--- config.mk ---
export PLATFORM = sky130hd
export DESIGN_NAME = mts_cell
export DESIGN_NICKNAME = d
export VERILOG_FILES = /design/src/hdl/min_tracking_stack_assert.svh /design/src/hdl/mts_pkg.sv /design/src/hdl/mts_cell.sv
export SDC_FILE = /design/constraint.sdc
export NUM_CORES = 1
export LEC_CHECK = 0
export BUFFER_PORTS_ARGS = -buffer_cell sky130_fd_sc_hd__buf_2
export CELL_PAD_IN_SITES_DETAIL_PLACEMENT = 1
export CELL_PAD_IN_SITES_GLOBAL_PLACEMENT = 1
export CORE_AREA = 2 2 102 95
export DETAILED_ROUTE_END_ITERATION = 10
export DIE_AREA = 0 0 104 97
export HOLD_SLACK_MARGIN = 0.15
export MAX_ROUTING_LAYER = met4
export PLACE_DENSITY = 0.83
export SYNTH_ARGS = -nofsm -noshare
export SYNTH_HDL_FRONTEND = slang
export SYNTH_SLANG_ARGS = --single-unit
--- constraint.sdc ---
create_clock -name clock -period 3.9 [get_ports clock]
set_input_delay 0.39 -clock clock [delete_from_list [all_inputs] [get_ports clock]]
set_output_delay 0.39 -clock clock [all_outputs]
set_load 0.05 [all_outputs]
--- src/hdl/min_tracking_stack_assert.svh ---
// Assertion macros for the min tracking stack.
// Used by min_tracking_stack.sv; expects clock and reset in scope.
`ifndef MIN_TRACKING_STACK_ASSERT_SVH
`define MIN_TRACKING_STACK_ASSERT_SVH

// Check that cons holds in the cycle where ante holds.
`define MTS_ASSERT_SAME(label, ante, cons) \
   label: assert property (@(posedge clock) disable iff (reset) (ante) |-> (cons)) \
      else $error("min tracking stack check failed");

// Check that cons holds in the cycle after ante holds.
`define MTS_ASSERT_NEXT(label, ante, cons) \
   label: assert property (@(posedge clock) disable iff (reset) (ante) |=> (cons)) \
      else $error("min tracking stack check failed");

`endif

--- src/hdl/mts_pkg.sv ---
// Shared types and constants for the min tracking stack.
// No dependencies; used by mts_cell.sv and min_tracking_stack.sv.
`default_nettype none

package mts_pkg;

   localparam int STACK_DEPTH   = 64;
   localparam int COUNT_W       = $clog2(STACK_DEPTH + 1);
   localparam int DATA_W        = 32;
   localparam int OP_W          = 2;
   localparam int ERR_W         = 2;
   localparam int ENTRY_COUNT_W = 7;

   typedef enum logic [OP_W-1:0] {
      OP_PUSH = 2'd0,
      OP_POP  = 2'd1,
      OP_PEEK = 2'd2
   } op_type;

   typedef enum logic [ERR_W-1:0] {
      ERR_NONE  = 2'd0,
      ERR_FULL  = 2'd1,
      ERR_EMPTY = 2'd2
   } err_type;

   // One stack entry: the value and the minimum of it and all below.
   typedef struct packed {
      logic signed [DATA_W-1:0] value;
      logic signed [DATA_W-1:0] run_min;
   } entry_type;

   // Shift control broadcast to every cell.
   typedef struct packed {
      logic push;
      logic pop;
   } shift_type;

endpackage

`default_nettype wire

--- src/hdl/mts_cell.sv ---
// One stack cell: holds an entry, shifts down on push, up on pop.
// Depends on mts_pkg.
`default_nettype none

module mts_cell (
   input  wire                   clock,
   input  mts_pkg::shift_type    shift,
   input  mts_pkg::entry_type    from_above,
   input  mts_pkg::entry_type    from_below,
   output mts_pkg::entry_type    entry
);

   mts_pkg::entry_type entry_ff;
   mts_pkg::entry_type entry_in;

   always_comb begin
      priority if (shift.push) begin
         entry_in = from_above;
      end else if (shift.pop) begin
         entry_in = from_below;
      end else begin
         entry_in = entry_ff;
      end
   end

   always_ff @(posedge clock) begin
      entry_ff <= entry_in;
   end

   assign entry = entry_ff;

endmodule

`default_nettype wire

==> results.ini <==
[sta]
setup_tns_ns=0
timing.hold.ws_ns=0.352
fmax_mhz=471
setup_ws_ns=1.78
max_slew.worst_pin.slew_ns=0.774
slew_headroom_pct=48.4
rsz0062_at_grt=no
hold_viol_final=0
period_minus_slack_ns=2.12
setup_viol=0
fin_crit_sh_pct=54.4
final_max_slew_viol_count=0

[final_layout]
drive_above_1_share_pct=80.1
largest_reg_flops=64
antenna_cells=0
final_cell_mix=193 x buf_2, 64 x edfxtp_1, 49 x mux2_4
nets=467
final_common_cell=buf_2
synthToLayoutAreaGrowth_pct=43.8
stdcell_area_mm2=0.00418
n_fill_cell=960
stdcell_count=463

[worst_setup_path]
path_delay_family=buffers and inverters
crit_type=in2reg
crit_arrival_ns=2.10
endpoint_kind=register
slowest_delay_ns=0.72
crit_top_cell=buf_4
required_ns=3.88
cp_cell_sequence=buf_4 > or2_2 > buf_4
slowest_stage=or2_2
cp_max_fo=33
critPathBufInv=2
start_kind=input pin

[placement]
dp_slack_ns=1.40
dp_cells=447
placed_area_mm2=0.00397
finalWeightedCongestion=0.732
portBuffers=194

[power]
p_seq_share_pct=43.5
power_switching_uw=616
ir_worst_vdd_uv=219
p_comb_share_pct=26.5
p_int_uw=1370
power-per-cell-area_mw_per_mm2=475
p_leak_uw=0.00199
sw_frac_of_total_pct=31.0
p_clk_share_pct=30.0

[route]
wl_um=6970
dr.pass1.iters=4
wl_per_cell_um=15.1
via_count=1987
viasPerCell=4.29
drc=0
ant_nets=0
drt-initial-drc-count=30

[clock_network]
cts_tree=done
clkTransAtPathRegs_ns=0.07
ctsHoldBuffers=0
clkSinkCount=64
cts-buffers-inserted=9
cts.repair.resized=0
post-cts-setup-buffers=0
clk_path_buf_depth=2
root_buffer=clkbuf_8
cts_htree_levels=3

[synth]
seq_area_frac_synth_pct=66.1
synth_cells=136
synth_cell_type_count=6
synth_area_mm2=0.00291
synth-seq-cells=64
yosys_warnings=0
syn_nets=267
syn_avg_cell_area_um2=21.4

[global_route]
grt_most_used_layer=met2
grt_use_total_pct=15.0
antenna_found_initial=0
grt_use_met3_pct=5.12
grt_pass1_vias=2211
grt_overflow_total=0
grt_max_degree=34
grt_pass1_wl_um=11200
grtUsageMet2_pct=24.4
use_met1_pct=16.6

[floorplan]
die_x_um=104
num_rows=33
ios=195
die_area_mm2=0.0101
core-area_mm2=0.00892
die_height_um=97
start_util_pct=32.6

[worst_hold_path]
min_from=from_above[30]
min_to=entry[30]
hold_depth=2
hold_class=in2reg

[outcome]
status=finished, final reports clean

[job]
cap_violations=0

## synthesized netlist by cell type
cell / number / area, um^2
buf_2: 1 / 5.00
buf_6: 6 / 67.6
edfxtp_1: 64 / 1920
mux2_2: 15 / 169
mux2_4: 49 / 736
or2_1: 1 / 6.26
## cell families (layout without fill, tap and decap cells)
family	count (synthesis)	count (layout)	share of synthesized area [%]
and+or+nand+nor	1	1	0.215
buffers and inverters	7	212	2.50
DFF	64	64	66.1
muxes	64	64	31.1
## through the flow
stage               utilization [%]  power (uW)
global route                   46.8        2070
global placement               44.6        1400
floorplan                         -        1260
finish                         46.8        1980
detailed placement             44.6        1410
CTS                            46.8        2020
## power groups by stage
stage | clock (uW) | combinational [uW] | sequential (uW)
after floorplan | 0 | 107 | 1150
after global placement | 0 | 524 | 875
after detailed placement | 0 | 532 | 879
after CTS | 619 | 532 | 865
after global routing | 650 | 550 | 870
final | 596 | 525 | 863
## cell type report
| cell class | instances | area (um^2) | share of cell area [%] |
|---|---|---|---|
| flip-flops and latches | 64 | 1920 | 46.0 |
| repair buffers | 196 | 988 | 23.7 |
| multi-input cells | 65 | 911 | 21.8 |
| well taps | 122 | 153 | 3.65 |
| clock buffers | 12 | 135 | 3.23 |
| clock inverters | 4 | 68.8 | 1.65 |
## how the worst max path moves through the flow
stage          depth (start not counted)   endpoint     start  slack (ns)
6_report                               3   entry[6]  shift[1]        1.78
5_1_grt                                3   entry[3]  shift[1]        1.62
4_1_cts                                3   entry[5]  shift[1]        1.76
3_5_place_dp                           3  entry[10]  shift[1]        1.40
3_3_place_gp                           3   entry[6]  shift[1]        1.47
2_1_floorplan                          3   entry[0]  shift[1]        1.34
## layer usage
metal	vias to the layer above	share of wire, %
met5	-	0
met4	0	1.7
met3	12	10
met2	128	49
met1	914	39
li1	933	-
(Power assumes the default switching activity.)
